**src/design/car_pkg.sv**
```systemverilog
// Shared types, widths, register codes and reset values for the CIGAR rescoring block.
package car_pkg;

  localparam int CMD_W   = 2;
  localparam int RUN_W   = 16;
  localparam int BASE_W  = 3;
  localparam int SCORE_W = 21;
  localparam int EDITS_W = 16;
  localparam int MAG_W   = 20;  // open + run * extend peaks at 983088
  localparam int CFG_IDX_W  = 3;
  localparam int CFG_DATA_W = 6;

  // event codes
  localparam logic [CMD_W-1:0] CMD_MATCH = 2'd0;
  localparam logic [CMD_W-1:0] CMD_DEL   = 2'd1;
  localparam logic [CMD_W-1:0] CMD_INS   = 2'd2;
  localparam logic [CMD_W-1:0] CMD_CLIP  = 2'd3;

  localparam logic [BASE_W-1:0] BASE_N = 3'd4;

  // register indexes
  localparam logic [CFG_IDX_W-1:0] REG_MATCH_SCORE = 3'd0;
  localparam logic [CFG_IDX_W-1:0] REG_MISMATCH    = 3'd1;
  localparam logic [CFG_IDX_W-1:0] REG_DEL_OPEN    = 3'd2;
  localparam logic [CFG_IDX_W-1:0] REG_DEL_EXTEND  = 3'd3;
  localparam logic [CFG_IDX_W-1:0] REG_INS_OPEN    = 3'd4;
  localparam logic [CFG_IDX_W-1:0] REG_INS_EXTEND  = 3'd5;

  typedef struct packed {
    logic [3:0] match_score;
    logic [3:0] mismatch_penalty;
    logic [5:0] del_open;
    logic [3:0] del_extend;
    logic [5:0] ins_open;
    logic [3:0] ins_extend;
  } cfg_t;

  localparam cfg_t CFG_RESET = '{
    match_score:      4'd1,
    mismatch_penalty: 4'd4,
    del_open:         6'd6,
    del_extend:       4'd1,
    ins_open:         6'd6,
    ins_extend:       4'd1
  };

  // decoded event: signed score change as sign + magnitude, edit increment
  typedef struct packed {
    logic               neg;
    logic [MAG_W-1:0]   mag;
    logic [EDITS_W-1:0] edit_inc;
    logic               last;
  } evt_t;

endpackage

```
**src/design/car_decode.sv**
```systemverilog
// Event decoder: turns one CIGAR event into a score change and an edit increment.
module car_decode (
  input  logic [car_pkg::CMD_W-1:0]  cmd,
  input  logic [car_pkg::RUN_W-1:0]  run_len,
  input  logic [car_pkg::BASE_W-1:0] ref_base,
  input  logic [car_pkg::BASE_W-1:0] query_base,
  input  logic                       reverse,
  input  logic                       last,
  input  car_pkg::cfg_t              cfg,
  output car_pkg::evt_t              evt
);
  import car_pkg::*;

  logic [BASE_W-1:0] rb;
  logic [BASE_W-1:0] qb;
  logic [BASE_W-1:0] qb_fix;
  logic              same;
  logic [3:0]        ext;
  logic [5:0]        opn;
  logic [MAG_W-1:0]  gap_mag;

  // codes above N count as N
  assign rb     = (ref_base > BASE_N) ? BASE_N : ref_base;
  assign qb     = (query_base > BASE_N) ? BASE_N : query_base;
  // complement: A<->T, C<->G is 3 - code, i.e. invert the low two bits
  assign qb_fix = (reverse && qb != BASE_N) ? {1'b0, ~qb[1:0]} : qb;
  assign same   = (rb == qb_fix) && (rb != BASE_N);

  assign ext     = (cmd == CMD_DEL) ? cfg.del_extend : cfg.ins_extend;
  assign opn     = (cmd == CMD_DEL) ? cfg.del_open   : cfg.ins_open;
  assign gap_mag = MAG_W'(run_len) * MAG_W'(ext) + MAG_W'(opn);

  always_comb begin
    evt.last     = last;
    evt.neg      = 1'b0;
    evt.mag      = '0;
    evt.edit_inc = '0;
    case (cmd)
      CMD_MATCH: begin
        if (same) begin
          evt.mag = MAG_W'(cfg.match_score);
        end else begin
          evt.neg      = 1'b1;
          evt.mag      = MAG_W'(cfg.mismatch_penalty);
          evt.edit_inc = EDITS_W'(1);
        end
      end
      CMD_DEL, CMD_INS: begin
        evt.neg      = 1'b1;
        evt.mag      = gap_mag;
        evt.edit_inc = run_len;
      end
      CMD_CLIP: begin
        evt.mag = '0;
      end
      default: begin
        evt.mag = '0;
      end
    endcase
  end

endmodule

```
**src/design/car_accum.sv**
```systemverilog
// Saturating score and edit accumulators with the result register.
module car_accum (
  input  logic                               clk,
  input  logic                               rst_n,
  input  logic                               evt_go,
  input  car_pkg::evt_t                      evt,
  input  logic                               out_ready,
  output logic                               out_valid,
  output logic signed [car_pkg::SCORE_W-1:0] out_score,
  output logic [car_pkg::EDITS_W-1:0]        out_edits
);
  import car_pkg::*;

  logic signed [SCORE_W-1:0] score_acc_r;
  logic [EDITS_W-1:0]        edit_acc_r;
  logic                      out_valid_r;
  logic signed [SCORE_W-1:0] out_score_r;
  logic [EDITS_W-1:0]        out_edits_r;

  logic [SCORE_W:0]          acc_x;
  logic [SCORE_W:0]          mag_x;
  logic [SCORE_W:0]          sum;
  logic signed [SCORE_W-1:0] score_nxt;
  logic [EDITS_W:0]          esum;
  logic [EDITS_W-1:0]        edits_nxt;

  // one guard bit is enough: |acc| <= 2^20 and mag < 2^20
  assign acc_x = {score_acc_r[SCORE_W-1], score_acc_r};
  assign mag_x = (SCORE_W+1)'(evt.mag);
  assign sum   = evt.neg ? (acc_x - mag_x) : (acc_x + mag_x);

  always_comb begin
    case (sum[SCORE_W:SCORE_W-1])
      2'b01:   score_nxt = {1'b0, {(SCORE_W-1){1'b1}}};
      2'b10:   score_nxt = {1'b1, {(SCORE_W-1){1'b0}}};
      default: score_nxt = sum[SCORE_W-1:0];
    endcase
  end

  assign esum      = {1'b0, edit_acc_r} + {1'b0, evt.edit_inc};
  assign edits_nxt = esum[EDITS_W] ? {EDITS_W{1'b1}} : esum[EDITS_W-1:0];

  always_ff @(posedge clk) begin
    if (!rst_n) begin
      score_acc_r <= '0;
      edit_acc_r  <= '0;
    end else if (evt_go) begin
      if (evt.last) begin
        score_acc_r <= '0;
        edit_acc_r  <= '0;
      end else begin
        score_acc_r <= score_nxt;
        edit_acc_r  <= edits_nxt;
      end
    end
  end

  always_ff @(posedge clk) begin
    if (!rst_n) begin
      out_valid_r <= 1'b0;
    end else if (evt_go && evt.last) begin
      out_valid_r <= 1'b1;
    end else if (out_ready) begin
      out_valid_r <= 1'b0;
    end
  end

  always_ff @(posedge clk) begin
    if (evt_go && evt.last) begin
      out_score_r <= score_nxt;
      out_edits_r <= edits_nxt;
    end
  end

  assign out_valid = out_valid_r;
  assign out_score = out_score_r;
  assign out_edits = out_edits_r;

endmodule

```
**src/design/cigar_affine_rescore.sv**
```systemverilog
// Top level of the CIGAR affine-gap rescoring block.
//
// Usage: one alignment arrives as a stream of CIGAR event requests on the
// in_ channel (valid/ready). A match event compares ref_base with
// query_base (complemented when reverse is set); deletion and insertion
// events charge open + run_len * extend. The request with in_last set
// closes the alignment: its totals leave on the out_ channel as one
// request (out_score, out_edits) and the accumulators clear.
// Flow: the event is decoded into an event register at acceptance; from
// there it is folded into the accumulators and, for the last event, loads
// the result register, which raises out_valid; a last event waits in the
// event register while an earlier result is still pending.
// Throughput: one event per cycle. Events that produce no result keep
// flowing while a result waits in the output register; only a second last
// event stalls (in_ready low) until the waiting result is taken.
// Configuration: six penalty registers, written through cfg_ (always
// ready); write them only while the block is idle.
// Reset (synchronous, rst_n low): accumulators zero, registers at defaults,
// no result pending.
module cigar_affine_rescore (
  input  logic                                  clk,
  input  logic                                  rst_n,
  // event requests
  input  logic                                  in_valid,
  output logic                                  in_ready,
  input  logic [car_pkg::CMD_W-1:0]             in_cmd,
  input  logic [car_pkg::RUN_W-1:0]             in_run_len,
  input  logic [car_pkg::BASE_W-1:0]            in_ref_base,
  input  logic [car_pkg::BASE_W-1:0]            in_query_base,
  input  logic                                  in_reverse,
  input  logic                                  in_last,
  // result requests
  output logic                                  out_valid,
  input  logic                                  out_ready,
  output logic signed [car_pkg::SCORE_W-1:0]    out_score,
  output logic [car_pkg::EDITS_W-1:0]           out_edits,
  // register writes
  input  logic                                  cfg_valid,
  output logic                                  cfg_ready,
  input  logic [car_pkg::CFG_IDX_W-1:0]         cfg_index,
  input  logic [car_pkg::CFG_DATA_W-1:0]        cfg_data
);
  import car_pkg::*;

  cfg_t cfg_r;
  evt_t evt_dec;
  evt_t evt_r;
  logic evt_vld_r;
  logic evt_vld_nxt;
  logic out_free;
  logic evt_go;
  logic in_acc;

  // register file; always ready
  assign cfg_ready = 1'b1;

  always_ff @(posedge clk) begin
    if (!rst_n) begin
      cfg_r <= CFG_RESET;
    end else if (cfg_valid) begin
      case (cfg_index)
        REG_MATCH_SCORE: cfg_r.match_score      <= cfg_data[3:0];
        REG_MISMATCH:    cfg_r.mismatch_penalty <= cfg_data[3:0];
        REG_DEL_OPEN:    cfg_r.del_open         <= cfg_data;
        REG_DEL_EXTEND:  cfg_r.del_extend       <= cfg_data[3:0];
        REG_INS_OPEN:    cfg_r.ins_open         <= cfg_data;
        REG_INS_EXTEND:  cfg_r.ins_extend       <= cfg_data[3:0];
        default:         cfg_r                  <= cfg_r;  // unused indexes
      endcase
    end
  end

  car_decode u_decode (
    .cmd        (in_cmd),
    .run_len    (in_run_len),
    .ref_base   (in_ref_base),
    .query_base (in_query_base),
    .reverse    (in_reverse),
    .last       (in_last),
    .cfg        (cfg_r),
    .evt        (evt_dec)
  );

  // event register: a non-last event always drains; a last one waits for
  // the result register to be free
  assign out_free = !out_valid || out_ready;
  assign evt_go   = evt_vld_r && (!evt_r.last || out_free);
  assign in_ready = !evt_vld_r || evt_go;
  assign in_acc   = in_valid && in_ready;

  always_comb begin
    if (in_acc) begin
      evt_vld_nxt = 1'b1;
    end else if (evt_go) begin
      evt_vld_nxt = 1'b0;
    end else begin
      evt_vld_nxt = evt_vld_r;
    end
  end

  always_ff @(posedge clk) begin
    if (!rst_n) begin
      evt_vld_r <= 1'b0;
    end else begin
      evt_vld_r <= evt_vld_nxt;
    end
  end

  always_ff @(posedge clk) begin
    if (in_acc) begin
      evt_r <= evt_dec;
    end
  end

  car_accum u_accum (
    .clk       (clk),
    .rst_n     (rst_n),
    .evt_go    (evt_go),
    .evt       (evt_r),
    .out_ready (out_ready),
    .out_valid (out_valid),
    .out_score (out_score),
    .out_edits (out_edits)
  );

endmodule

```
**config.mk**
```make
export PLATFORM = sky130hd
export DESIGN_NAME = cigar_affine_rescore
export DESIGN_NICKNAME = d
export VERILOG_FILES = /design/src/design/car_pkg.sv /design/src/design/car_decode.sv /design/src/design/car_accum.sv /design/src/design/cigar_affine_rescore.sv
export SDC_FILE = /design/constraint.sdc
export NUM_CORES = 1
export LEC_CHECK = 0
export BUFFER_PORTS_ARGS = -buffer_cell sky130_fd_sc_hd__buf_2
export CAP_MARGIN = 20
export CORE_MARGIN = 3
export CORE_UTILIZATION = 58
export DETAILED_ROUTE_END_ITERATION = 12
export MAX_ROUTING_LAYER = met4
export PLACE_DENSITY = 0.84
export SETUP_SLACK_MARGIN = 0.1
export SLEW_MARGIN = 15
export SYNTH_ARGS = -nofsm -noshare
export SYNTH_HDL_FRONTEND = slang
export SYNTH_SLANG_ARGS = --single-unit
```
**constraint.sdc**
```tcl
create_clock -name clk -period 10.1 [get_ports clk]
set_input_delay 0.505 -clock clk [delete_from_list [all_inputs] [get_ports clk]]
set_output_delay 0.505 -clock clk [all_outputs]
set_load 0.005 [all_outputs]
```
==> impl_metrics.ini <==
[run_status]
status = finished clean

[pwr]
worst_ir_drop_vdd_mv = 0.125
seq_power_share_pct = 38.8
p_comb_share_pct = 22.5
pwr_density_cell_nw_per_um2 = 159
sw_frac_of_total_pct = 27.6
power.leakage_nw = 4.92
p_switching_w = 0.000486
clkPwrFrac_pct = 38.6
internal-power_w = 0.00127

[timing]
rsz0062_at_grt = no
hold_viol = 0
max_freq_ghz = 0.169
fin_crit_ns = 5.90
skew_ns = 0.0128
max_slew_margin_pct = 25.1
fin_tns_setup_ns = 0
setup_viol = 0
worst-slew-pin-transition_ns = 1.12
fin_crit_sh_pct = 58.4
drv_slew = 0

[floorplan]
rows = 46
die_h_um = 136
start_util_pct = 60.4
core-area_um2 = 16200
die_w_um = 136
dieArea_um2 = 18500
ios = 80

[critical_path]
cp_cell_sequence = buf_2 > inv_1 > ha_1 > mux2i_1 > buf_2 > nor2b_1 > fa_1 > fa_1 > inv_1 > fa_1 > inv_1 > ha_1 > or3_1 > a211oi_1 > nor3_1 > a2111oi_0 > o21ai_1 > xnor2_1 > nor2_1
r2r_slack_ns = 4.27
reg2reg_from = evt_r[20]
critPathMaxFanout = 11
crit_path_top_delay_cell = mux2i_1
max_stage_delay_ns = 0.78
cp_top_family = adder cells
worstSetupEndpointType = flop
crit_required_ns = 10.24
rr_endpoint = u_accum.score_acc_r[8]
critPathKind = input pin to flop
cp.arrival_ns = 6.04
critPathBufInv = 5
r2r_cells = 18
worstSetupStartpointType = input pin

[global_routing]
grt-ovfl-total = 0
grt_pass1_wl_um = 34400
grt_pass1_vias = 6943
grt_use_total_pct = 23.9
antenna_found_initial = 0
grt_max_degree = 41

[layout]
fin_nets = 1201
nFillCells = 1243
regArea_um2 = 3590
drive_gt1_share_pct = 12.1
area_delta_synth_final_pct = 13.1
multi_input_area_um2 = 5910
final_cell_count_no_fill = 1274
insertedDiodeCount = 0

[clock_network]
post-cts-setup-buffers = 0
htree_levels = 4
clk_latency_ns = 0.42
cts-resized-gates = 0
clkSlewWorstSetupHoldPaths_ns = 0.06
cts_buffers = 17
clock-sinks = 142
cts_tree = done
cts_root_buffer = clkbuf_16
cts_buffer_depth = 2
cts_hold_buf = 0

[yosys]
yosys.cell_types.count = 63
synth_flop_cell = edfxtp_1
synth-seq-area-share_pct = 36.7
synth_top_area_share_pct = 23.0
ys_warn_count = 0
synth_top_cell_by_area = edfxtp_1
netlist_area_um2 = 9800
syn_avg_cell_area_um2 = 10.1
ys_async_sr_fraction_pct = 0
ys_seq_elements = 142
synth_fp_nets = 1131
synth.area.top_cells = edfxtp_1 23%, dfxtp_1 14%, ha_1 10%, fa_1 7.1%, nor2b_1 6.1%
synth_edf_count = 75
syn_inst = 975

[route]
viasPerCell = 5.84
first_pass_iters = 5
first_iter_violations = 729
wl_um = 21000
ant_nets = 0
vias = 7437
drc = 0
wire_per_inst_um = 16.5

[placed_design]
dp.cells = 1238
dp_hpwl_um = 15400
numPortBuffers = 78
routabilityCongestion = 0.935

[worst_hold_path]
min_from = in_last
hold_depth = 1
hp-class = input pin to flop
holdPathEnd = evt_r[0]

[flow_run]
drv_cap = 0
## layout make-up
class / instances / share of cell area (%)
timing repair buffer: 86 / 4.29
multi-input combinational: 747 / 53.4
clock buffer: 22 / 4.10
clock inverter: 10 / 1.68
sequential: 142 / 32.4
tap: 216 / 2.44
inverter: 51 / 1.73
## cell usage in the layout, fill, tap and decap left out, types with 5 or more instances in the layout
master	count
nor4_1	6
a221o_1	9
dfxtp_1	67
a21oi_1	53
o21a_1	14
edfxtp_1	75
o21ai_0	31
xnor2_1	38
a21boi_0	5
and2_1	24
a22oi_1	6
a211o_1	5
a31oi_1	9
nand2_1	48
nor3_1	15
bufinv_16	5
nor2_1	54
inv_1	51
a22o_1	19
mux2_2	6
fa_1	35
nand2b_1	20
ha_1	81
buf_2	79
and3_1	12
or3_1	5
a21o_1	35
xor2_1	18
mux2i_1	38
nor2b_1	95
clkbuf_16	17
## worst max path at each step
stage,endpoint,from,depth (start not counted),slack [ns]
after global placement,evt_r[33],in_cmd[1],18,3.84
after CTS,u_accum.score_acc_r[15],evt_r[20],18,3.95
after floorplan,evt_r[33],in_cmd[1],18,4.58
final,evt_r[33],in_cmd[1],19,4.20
after global routing,evt_r[33],in_cmd[1],19,3.82
after detailed placement,evt_r[33],in_cmd[1],18,3.67
## cell families (layout without fill, tap and decap cells)
logic type / after synthesis / in the layout / share of synthesized area, %
adders and majority gates: 116 / 116 / 17.5
buffers and inverters: 86 / 169 / 3.33
muxes: 46 / 46 / 4.77
and+or+nand+nor: 307 / 307 / 17.3
DFF: 142 / 142 / 36.7
xor gates and xnor gates: 56 / 56 / 5.00
AOI/OAI and AO/OA: 221 / 221 / 15.4
other: 1 / 1 / 0.0383
## cells in the mapped netlist (all sizes together) (3+ instances only)
library cell	number
a211o	5
a21boi	5
a21o	35
a21oi	53
a221o	9
a22o	19
a22oi	6
a31oi	10
and2	24
and3	12
buf	3
clkbuf	32
dfxtp	67
edfxtp	75
fa	35
ha	81
inv	51
mux2	6
mux2i	40
nand2	48
nand2b	20
nand3	4
nand4	4
nand4b	3
nor2	55
nor2b	96
nor3	15
nor4	7
nor4b	3
o211ai	3
o21a	14
o21ai	35
o21bai	4
or3	5
xnor2	38
xor2	18
## flip-flops by register name (all words and copies together) (netlist names)
name / cells
u_accum.out_valid: 1
u_accum.out_score: 21
cfg_r: 28
evt_vld_r: 1
u_accum.edit_acc_r: 16
u_accum.score_acc_r: 21
evt_r: 38
u_accum.out_edits: 16
## layer usage
layer | share of wire [%] | routed length (µm) | up-vias | track usage, %
met1 | 48 | 10100 | 3547 | 33.1
met5 | 0 | 0 | - | -
met4 | 1.4 | 293 | 0 | 6.94
met3 | 4.7 | 997 | 26 | 4.07
li1 | - | - | 3629 | -
met2 | 46 | 9680 | 235 | 36.3
## worst register-to-register path, stage by stage (launching register included)
cell and delay, ns:
edfxtp_1 0.47, or4_4 0.55, nor4_4 0.18, and2_1 0.27, a21oi_1 0.13, xnor2_1 0.24
ha_1 0.32, a21o_1 0.19, a21o_1 0.18, a21oi_1 0.14, o21ai_0 0.09, a21oi_1 0.19
o21ai_0 0.22, o41a_1 0.44, and2_1 0.18, ha_1 0.62, nor2b_2 0.71, and2_1 0.48
a221o_1 0.18
## stage by stage
stage               area, µm²  worst slack, ns  power (W)  hold slack [ns]  util [%]
floorplan                9800             4.58   0.000979            0.436         -
global placement        10400             3.84    0.00107            0.448      63.9
detailed placement      10400             3.67    0.00108            0.458      63.9
CTS                     11000             3.95    0.00176            0.244      67.9
global route            11100             3.82    0.00184            0.239      68.3
finish                  11100             4.20    0.00176            0.259      68.3
## power by group through the flow
stage               clock, W  combinational (W)  sequential [W]
floorplan                  0           0.000290        0.000689
global placement           0           0.000374        0.000693
detailed placement         0           0.000381        0.000694
CTS                 0.000685           0.000387        0.000683
global route        0.000713           0.000437        0.000686
finish              0.000680           0.000396        0.000683
(Power assumes the default switching activity.)
